File: src/hdl/pip_pkg.sv
// Package for the point-in-polygon test: sizes, command and status codes,
// payload and control structs. No dependencies.
`timescale 1ns / 1ps

package pip_pkg;

  localparam int MAX_VERTICES = 64;
  localparam int COORD_WIDTH  = 16;
  localparam int RAY_X_INT    = -100000;

  localparam int CNT_W  = $clog2(MAX_VERTICES + 1);
  localparam int ADDR_W = $clog2(MAX_VERTICES);
  // edge and point differences
  localparam int DW = COORD_WIDTH + 1;
  // ray point minus vertex x, down to RAY_X_INT - 2^(COORD_WIDTH-1) + 1
  localparam int RW = (COORD_WIDTH + 2 > 19) ? COORD_WIDTH + 2 : 19;
  // cross product difference
  localparam int PW = DW + RW + 1;

  localparam logic [1:0] CMD_CLEAR  = 2'd0;
  localparam logic [1:0] CMD_APPEND = 2'd1;
  localparam logic [1:0] CMD_QUERY  = 2'd2;

  localparam logic [1:0] ST_OK   = 2'd0;
  localparam logic [1:0] ST_FEW  = 2'd1;
  localparam logic [1:0] ST_FULL = 2'd2;

  typedef struct packed {
    logic [1:0]                    command;
    logic signed [COORD_WIDTH-1:0] x;
    logic signed [COORD_WIDTH-1:0] y;
  } pip_in_t;

  typedef struct packed {
    logic             inside_res;
    logic             on_boundary;
    logic [1:0]       status;
    logic [CNT_W-1:0] vertex_count;
  } pip_out_t;

  typedef struct packed {
    logic              accept;
    logic              issue;
    logic              first;
    logic [ADDR_W-1:0] addr;
    logic              load;
  } pip_ctl_t;

  typedef struct packed {
    logic             walk_req;
    logic             pipe_busy;
    logic [CNT_W-1:0] count;
  } pip_stat_t;

endpackage

File: src/hdl/pip_dp.sv
// Datapath for the point-in-polygon test: vertex store, edge pipeline with
// exact cross products, crossing and boundary accumulators, result register.
// Uses pip_pkg.
`timescale 1ns / 1ps

module pip_dp (
  input  logic               clk,
  input  logic               rst_n,
  input  pip_pkg::pip_in_t   in_data,
  input  pip_pkg::pip_ctl_t  ctl,
  output pip_pkg::pip_stat_t stat,
  output logic               out_strobe,
  output pip_pkg::pip_out_t  out_data
);
  import pip_pkg::*;

  localparam logic signed [RW-1:0] RAY_X = RW'(RAY_X_INT);

  logic signed [COORD_WIDTH-1:0] mem_x [MAX_VERTICES];
  logic signed [COORD_WIDTH-1:0] mem_y [MAX_VERTICES];

  logic [CNT_W-1:0]              count_r, count_nxt;
  logic signed [COORD_WIDTH-1:0] px_r, py_r;
  logic                          wr_en;
  logic                          not_full;

  // read stage
  logic                          r_vld_r, r_first_r;
  logic signed [COORD_WIDTH-1:0] rx_r, ry_r;
  logic signed [COORD_WIDTH-1:0] pvx_r, pvy_r;
  // edge stage
  logic                          e_vld_r;
  logic signed [COORD_WIDTH-1:0] esx_r, esy_r, eex_r, eey_r;
  // difference stage
  logic                          d_vld_r, d_bx_r, d_by_r, d_yr_r;
  logic signed [DW-1:0]          dx_r, dy_r, dpx_r, dpy_r;
  logic signed [RW-1:0]          drx_r;
  // product stage
  logic                          p_vld_r, p_bx_r, p_by_r, p_yr_r;
  logic signed [2*DW-1:0]        p1_r, p2_r;
  logic signed [DW+RW-1:0]       p3_r;
  // accumulators
  logic                          bnd_r, crs_r;

  logic signed [COORD_WIDTH-1:0] xlo, xhi, ylo, yhi;
  logic signed [PW-1:0]          cp_pt, cp_ray;
  logic                          pt_zero, pt_neg, ray_zero, ray_neg, side_diff;

  pip_out_t imm;

  assign not_full = (count_r < CNT_W'(MAX_VERTICES));
  assign wr_en    = ctl.accept && (in_data.command == CMD_APPEND) && not_full;

  assign stat.walk_req  = (in_data.command == CMD_QUERY) && (count_r >= CNT_W'(3));
  assign stat.pipe_busy = r_vld_r || e_vld_r || d_vld_r || p_vld_r;
  assign stat.count     = count_r;

  // result of an item that needs no edge walk
  always_comb begin
    imm              = '0;
    imm.vertex_count = count_r;
    count_nxt        = count_r;
    case (in_data.command)
      CMD_CLEAR: begin
        count_nxt        = '0;
        imm.vertex_count = '0;
      end
      CMD_APPEND: begin
        if (not_full) begin
          count_nxt        = count_r + 1'b1;
          imm.vertex_count = count_r + 1'b1;
        end else begin
          imm.status = ST_FULL;
        end
      end
      CMD_QUERY: begin
        imm.status = ST_FEW;
      end
      default: begin
        imm.status = ST_OK;
      end
    endcase
  end

  always_ff @(posedge clk) begin
    if (wr_en) begin
      mem_x[count_r[ADDR_W-1:0]] <= in_data.x;
      mem_y[count_r[ADDR_W-1:0]] <= in_data.y;
    end
    if (ctl.issue) begin
      rx_r <= mem_x[ctl.addr];
      ry_r <= mem_y[ctl.addr];
    end
  end

  always_comb begin
    xlo = (esx_r < eex_r) ? esx_r : eex_r;
    xhi = (esx_r < eex_r) ? eex_r : esx_r;
    ylo = (esy_r < eey_r) ? esy_r : eey_r;
    yhi = (esy_r < eey_r) ? eey_r : esy_r;
  end

  // sign of (ex-sx)(py-sy) - (ey-sy)(qx-sx) for the point and the ray point
  assign cp_pt     = PW'(p1_r) - PW'(p2_r);
  assign cp_ray    = PW'(p1_r) - PW'(p3_r);
  assign pt_zero   = (cp_pt == '0);
  assign pt_neg    = cp_pt[PW-1];
  assign ray_zero  = (cp_ray == '0);
  assign ray_neg   = cp_ray[PW-1];
  assign side_diff = (pt_zero != ray_zero) || (pt_neg != ray_neg);

  // payload registers
  always_ff @(posedge clk) begin
    if (ctl.accept) begin
      px_r <= in_data.x;
      py_r <= in_data.y;
    end
    if (r_vld_r) begin
      pvx_r <= rx_r;
      pvy_r <= ry_r;
      esx_r <= pvx_r;
      esy_r <= pvy_r;
      eex_r <= rx_r;
      eey_r <= ry_r;
    end
    dx_r   <= DW'(eex_r) - DW'(esx_r);
    dy_r   <= DW'(eey_r) - DW'(esy_r);
    dpx_r  <= DW'(px_r) - DW'(esx_r);
    dpy_r  <= DW'(py_r) - DW'(esy_r);
    drx_r  <= RAY_X - RW'(esx_r);
    d_bx_r <= (px_r >= xlo) && (px_r <= xhi);
    d_by_r <= (py_r >= ylo) && (py_r <= yhi);
    d_yr_r <= (py_r > ylo) && (py_r <= yhi);
    p1_r   <= dx_r * dpy_r;
    p2_r   <= dy_r * dpx_r;
    p3_r   <= dy_r * drx_r;
    p_bx_r <= d_bx_r;
    p_by_r <= d_by_r;
    p_yr_r <= d_yr_r;
    if (ctl.accept) begin
      out_data <= imm;
    end else if (ctl.load) begin
      out_data.inside_res   <= bnd_r || crs_r;
      out_data.on_boundary  <= bnd_r;
      out_data.status       <= ST_OK;
      out_data.vertex_count <= count_r;
    end
  end

  // control registers
  always_ff @(posedge clk) begin
    if (!rst_n) begin
      count_r    <= '0;
      r_vld_r    <= 1'b0;
      r_first_r  <= 1'b0;
      e_vld_r    <= 1'b0;
      d_vld_r    <= 1'b0;
      p_vld_r    <= 1'b0;
      bnd_r      <= 1'b0;
      crs_r      <= 1'b0;
      out_strobe <= 1'b0;
    end else begin
      if (ctl.accept) begin
        count_r <= count_nxt;
      end
      r_vld_r   <= ctl.issue;
      r_first_r <= ctl.first;
      e_vld_r   <= r_vld_r && !r_first_r;
      d_vld_r   <= e_vld_r;
      p_vld_r   <= d_vld_r;
      if (ctl.accept) begin
        bnd_r <= 1'b0;
        crs_r <= 1'b0;
      end else if (p_vld_r) begin
        bnd_r <= bnd_r || (pt_zero && p_bx_r && p_by_r);
        crs_r <= crs_r ^ (side_diff && p_yr_r);
      end
      out_strobe <= (ctl.accept && !stat.walk_req) || ctl.load;
    end
  end

endmodule

File: config.mk
export PLATFORM = sky130hd
export DESIGN_NAME = pip_dp
export DESIGN_NICKNAME = d
export VERILOG_FILES = /design/src/hdl/pip_pkg.sv /design/src/hdl/pip_dp.sv
export SDC_FILE = /design/constraint.sdc
export NUM_CORES = 2
export LEC_CHECK = 0
export ABC_AREA = 1
export BUFFER_PORTS_ARGS = -buffer_cell sky130_fd_sc_hd__buf_2
export CAP_MARGIN = 30
export CELL_PAD_IN_SITES_DETAIL_PLACEMENT = 0
export CELL_PAD_IN_SITES_GLOBAL_PLACEMENT = 1
export CORE_ASPECT_RATIO = 2
export CORE_MARGIN = 2
export CORE_UTILIZATION = 52
export DETAILED_ROUTE_END_ITERATION = 12
export PLACE_DENSITY_LB_ADDON = 0.1
export SYNTH_ARGS = -nofsm -noshare
export SYNTH_HDL_FRONTEND = slang
export SYNTH_SLANG_ARGS = --single-unit
File: constraint.sdc
create_clock -name clk -period 7.47 [get_ports clk]
set_input_delay 0.747 -clock clk [delete_from_list [all_inputs] [get_ports clk]]
set_output_delay 0.747 -clock clk [all_outputs]
set_load 0.01 [all_outputs]
After elaboration in Yosys (flattened, before gate mapping)
Memories as Yosys holds them, arrays and structs flattened. A register that Yosys moved wholly into a read port is not among the register bits. Cells that the tools add are included.

Memories kept: 2. Output and inout bits: 21. Bits in writable memories: 2048. Input port bits: 46. Logic and storage cells: 98. Bits in registers: 319.

Memories: mem_x (depth 64, bits a word 16, rd ports 1, clocked after memory_dff 1, write ports 1, RTL line pip_dp.sv:19) `logic signed [COORD_WIDTH-1:0] mem_x [MAX_VERTICES];`; mem_y (depth 64, bits a word 16, rd ports 1, clocked after memory_dff 1, write ports 1, RTL line pip_dp.sv:20) `logic signed [COORD_WIDTH-1:0] mem_y [MAX_VERTICES];`.

Bitwise operators: 2. Multiplexer cells: 12. $add $sub $neg: 8. Eq/ne operators: 4. $lt $le $gt $ge: 9. Reduce and logical (&&, ||, !) cells: 25. Multipliers: 3.

Operators with widths (number): $logic_not 37->1 (2); $mul 17x17->34 (2); $sub 16x16->17 (4); $mux 16 (4); $sub 34x36->37 (1); $mul 17x19->36 (1); $sub 34x34->35 (1); $ge 16x16->1 (2); $le 16x16->1 (2); $lt 16x16->1 (2); $sub 18x16->19 const A (1); $mux 9 (2); $gt 16x16->1 (1); $pmux 7 s2 (1); $logic_and 1x1->1 (11); $add 7x1->7 const B (1); $ge 7x2->1 const B (1); $logic_or 1x1->1 (7); $lt 7x7->1 const B (1); $mux 7 (1); $pmux 2 s2 (1); $eq 2x1->1 const B (1); $eq 2x2->1 const B (1); $logic_not 1->1 (2); other kinds (8) (10).

Longest topological paths before layout
Depth after elaboration: 6. Mapped depth: 29. Gate-level depth less buffers: 27.

Worst setup path before layout
OpenSTA, ideal clock, no wires.

Path type: reg2reg. Start: register dy_r[16]. End: register p2_r[32]. Data required time: 7.398 ns. Path buffers: 2. Library setup time: 0.072 ns. Path slack: 1.465 ns. Stages on the path, launching flop included: 24. Clock period less this slack: 6.005 ns. Data arrival time: 5.933 ns. Cell sequence: dfxtp_1 > clkbuf_1 > buf_1 > nand2_1 > inv_1 > fa_1 > fa_1 > fa_1 > fa_1 > fa_1 > inv_1 > fa_1 > inv_1 > ha_1 > nand2_1 > nor2_1 > a211oi_1 > nor3_1 > a211oi_1 > o221ai_1 > a21oi_1 > nor2_1 > nor2_1 > xor2_1.

Cells in the longest elaborated chain, start to end: 1.

RTL lines: start, declared (RTL line pip_dp.sv:36) `logic signed [DW-1:0] dx_r, dy_r, dpx_r, dpy_r;`; start signal, assigned (RTL line pip_dp.sv:127) `dy_r <= DW'(eey_r) - DW'(esy_r);`; $mul 17x17->34 (RTL line pip_dp.sv:135) `p2_r <= dy_r * dpx_r;`; end signal, assigned (RTL line pip_dp.sv:135); end, declared (RTL line pip_dp.sv:40) `logic signed [2*DW-1:0] p1_r, p2_r;`.

No other way between the ends. A chain may end at the register's enable or synchronous reset.

Final worst setup path
Start: register dpx_r[2]. End: register p2_r[32].

Cells in the longest elaborated chain, start to end: 1.

RTL lines: start, declared (RTL line pip_dp.sv:36); start signal, assigned (RTL line pip_dp.sv:128) `dpx_r <= DW'(px_r) - DW'(esx_r);`; $mul 17x17->34 (RTL line pip_dp.sv:135).

No other way between the ends.

==> flow_metrics.env <==
export IMPL_drc=0
export IMPL_syn_area_um2=134000
export IMPL_ys_seq_elements=2398
export IMPL_met3_length_um=21500
export IMPL_synth_flop_cell="edfxtp_1"
export IMPL_dr_wl_met2_um=227000
export IMPL_drive_gt1_share_pct=5.89
export IMPL_post_route_min_period_ns=6.77
export IMPL_ant_nets=0
export IMPL_synth_common_cells="edfxtp_1, inv_1, nor2_1"
export IMPL_grt_usage_pct=32.5
export IMPL_clk_pin_slew_ns=0.08
export IMPL_path_cells="nand2_1 -> inv_1 -> fa_1 -> fa_1 -> fa_1 -> fa_1 -> fa_1 -> inv_1 -> fa_1 -> inv_1 -> ha_1 -> nand2_1 -> nor2_1 -> a211oi_1 -> nor3_1 -> a211oi_1 -> o221ai_1 -> a21oi_1 -> nor2_1 -> nor2_1 -> xor2_1"
export IMPL_vias=93584
export IMPL_wl_per_cell_um=26.2
export IMPL_setup_viol=0
export IMPL_grt_max_degree=195
export IMPL_htreeDepth=4
export IMPL_die_area_um2=262000
export IMPL_status="finished clean"
export IMPL_drv_cap=0
export IMPL_hold_buffers=0
export IMPL_rows=263
export IMPL_synth_top_area_share_pct=49.0
export IMPL_synth_top_family_by_area="adder cells"
export IMPL_synthTopCellsByArea="edfxtp_1, fa_1, inv_1"
export IMPL_synth_nets=14214
export IMPL_antenna_found_initial=36
export IMPL_worst_pin_slew_ns=1.13
export IMPL_cts_resized=0
export IMPL_start_util_pct=52.3
export IMPL_syn_to_final_growth_pct=8.69
export IMPL_grt_ovfl_total=0
export IMPL_nNetsFinal=14079
export IMPL_via_per_inst=5.78
export IMPL_cts_setup_buffers=0
export IMPL_seq_area_frac_synth_pct=52.2
export IMPL_synth_most_common_cell="edfxtp_1"
export IMPL_postSynth_asyncResetShare_pct=0
export IMPL_max_freq_mhz=148
export IMPL_synth_area_leader_cell="edfxtp_1"
export IMPL_cts_root_buf="clkbuf_16"
export IMPL_cts_buffers=212
export IMPL_timing_critical_path_mode_cell="fa_1"
export IMPL_slew_headroom_pct=24.8
export IMPL_drtIter0Drc=7132
export IMPL_cp_end_kind="flip-flop"
export IMPL_critPathMaxFanout=17
export IMPL_wl_met1_um=133000
export IMPL_dp_hpwl_um=297000
export IMPL_routed_wl_um=424000
export IMPL_yosys_area_share_simple_pct=10.8
export IMPL_top_layer="met5"
export IMPL_first_pass_iters=7
export IMPL_finalCritPeriodShare_pct=90.7
export IMPL_avgSynthCellArea_um2=10.5
export IMPL_grt_pass1_wl_um=622000
export IMPL_rsz0062_at_grt="false"
export IMPL_synth_fa_ha_area_share_pct=18.1
export IMPL_synthMuxAreaShare_pct=0
export IMPL_synth_edff_count=2185
export IMPL_cp_slowest_cell="dfxtp_1"
export IMPL_slowest_delay_ns=0.90
export IMPL_cts_buffer_depth=4
export IMPL_yosysWarnings=0
export IMPL_clock_sinks=2398
export IMPL_portBuffers=66
export IMPL_syn_inst=12782
export IMPL_tns_ns=0
export IMPL_critPathLaunchType="flip-flop"
export IMPL_core_um2=256000
export IMPL_place_congestion=0.970
export IMPL_ys_types=64
export IMPL_top_level_ports=67
export IMPL_finalMaxSlewViolations=0
export IMPL_synthXorXnorAreaFrac_pct=1.29
export IMPL_fin_worst_skew_ns=0.0653
export IMPL_cts_tree="done"
export IMPL_clk_latency_ns=0.87
export IMPL_cp_required_ns=8.23
export IMPL_grt_pass1_vias=97104
export IMPL_crit_type="flip-flop to flip-flop"
export IMPL_synth_compound_area_share_pct=10.2
export IMPL_hp_class="primary input to flip-flop"
export IMPL_arrival_ns=7.53
export IMPL_finalHoldViolCount=0
export IMPL_die_h_um=722
export IMPL_fp_dieW_um=363
## cells in the final DEF, fill, tap and decap left out, drive strengths merged, types with 46 or more instances in the layout
cell type and count:
a21oi 252, buf 312, clkbuf 242, clkinv 99
dfxtp 213, diode 60, edfxtp 2185, fa 922
ha 464, inv 1959, nand2 1703, nand3 151
nor2 1772, o21ai 1432, o22ai 622, o32ai 46
xnor2 72, xor2 125
## area by class of cell
| type | instances | area (µm²) |
|---|---|---|
| Fill cell | 22013 | 111000 |
| Sequential cell | 2398 | 69900 |
| Multi-Input combinational cell | 7774 | 54600 |
| Inverter | 1949 | 7340 |
| Clock buffer | 242 | 5490 |
| Tap cell | 3312 | 4140 |
| Timing Repair Buffer | 312 | 2730 |
| Clock inverter | 135 | 1250 |
| Antenna cell | 60 | 150 |
## registers in the layout (all words and copies together), names as in the netlist, 17 cells and up
register	cells
drx_r	18
dpy_r	17
p2_r	34
p1_r	34
mem_x	1024
dpx_r	17
p3_r	36
dx_r	17
mem_y	1024
dy_r	17
## worst max-delay path, delay by kind of cell (launching register included)
kind,cells,cell delay [ns]
AOI/OAI and AO/OA,4,0.94
xor gates and xnor gates,1,0.18
adders and majority gates,7,3.79
buffers and inverters,3,0.25
DFF,1,0.90
and+or+nand+nor,6,0.62
## cells by family (layout without fill, tap and decap cells)
group,count (synthesis),in the layout
other cells,0,60
simple gates,3728,3728
xor+xnor,197,197
compound gates,2463,2463
flops,2398,2398
buf+inv,2610,2638
fa+ha+maj,1386,1386
## through the flow
step / std cells / setup WS (ns) / hold WS, ns / area (µm²) / utilization [%]
detailed placement: 15732 / 0.724 / 0.316 / 138000 / 54.0
global route: 16179 / 0.267 / 0.0924 / 146000 / 56.8
CTS: 16109 / 0.707 / 0.0407 / 145000 / 56.7
floorplan: 12782 / 1.47 / 0.310 / 134000 / -
finish: 16182 / 0.697 / 0.0914 / 146000 / 56.8
global placement: 15720 / 0.824 / 0.316 / 138000 / 53.9
## final timing paths
check / startpoint / to / slack, ns / cells after the start
min reg2reg: d_by_r$_DFF_P_ / p_by_r$_DFF_P_ / 0.32 / 0
max reg2reg: dpx_r[2]$_DFF_P_ / p2_r[32]$_DFF_P_ / 0.70 / 21
min: ctl[7] / r_first_r$_SDFF_PN0_ / 0.09 / 3
max: dpx_r[2]$_DFF_P_ / p2_r[32]$_DFF_P_ / 0.70 / 21
## routing by layer
metal  vias to the layer above  global-route usage, %
li1                      42066                      -
met1                     46939                   32.2
met2                      3355                   60.2
met3                      1216                   3.50
met4                         8                   27.2
met5                         -                      0
Power is left out: the tool's default activity adds up to more than one toggle a clock period on the data nets, which glitch-free logic cannot reach.
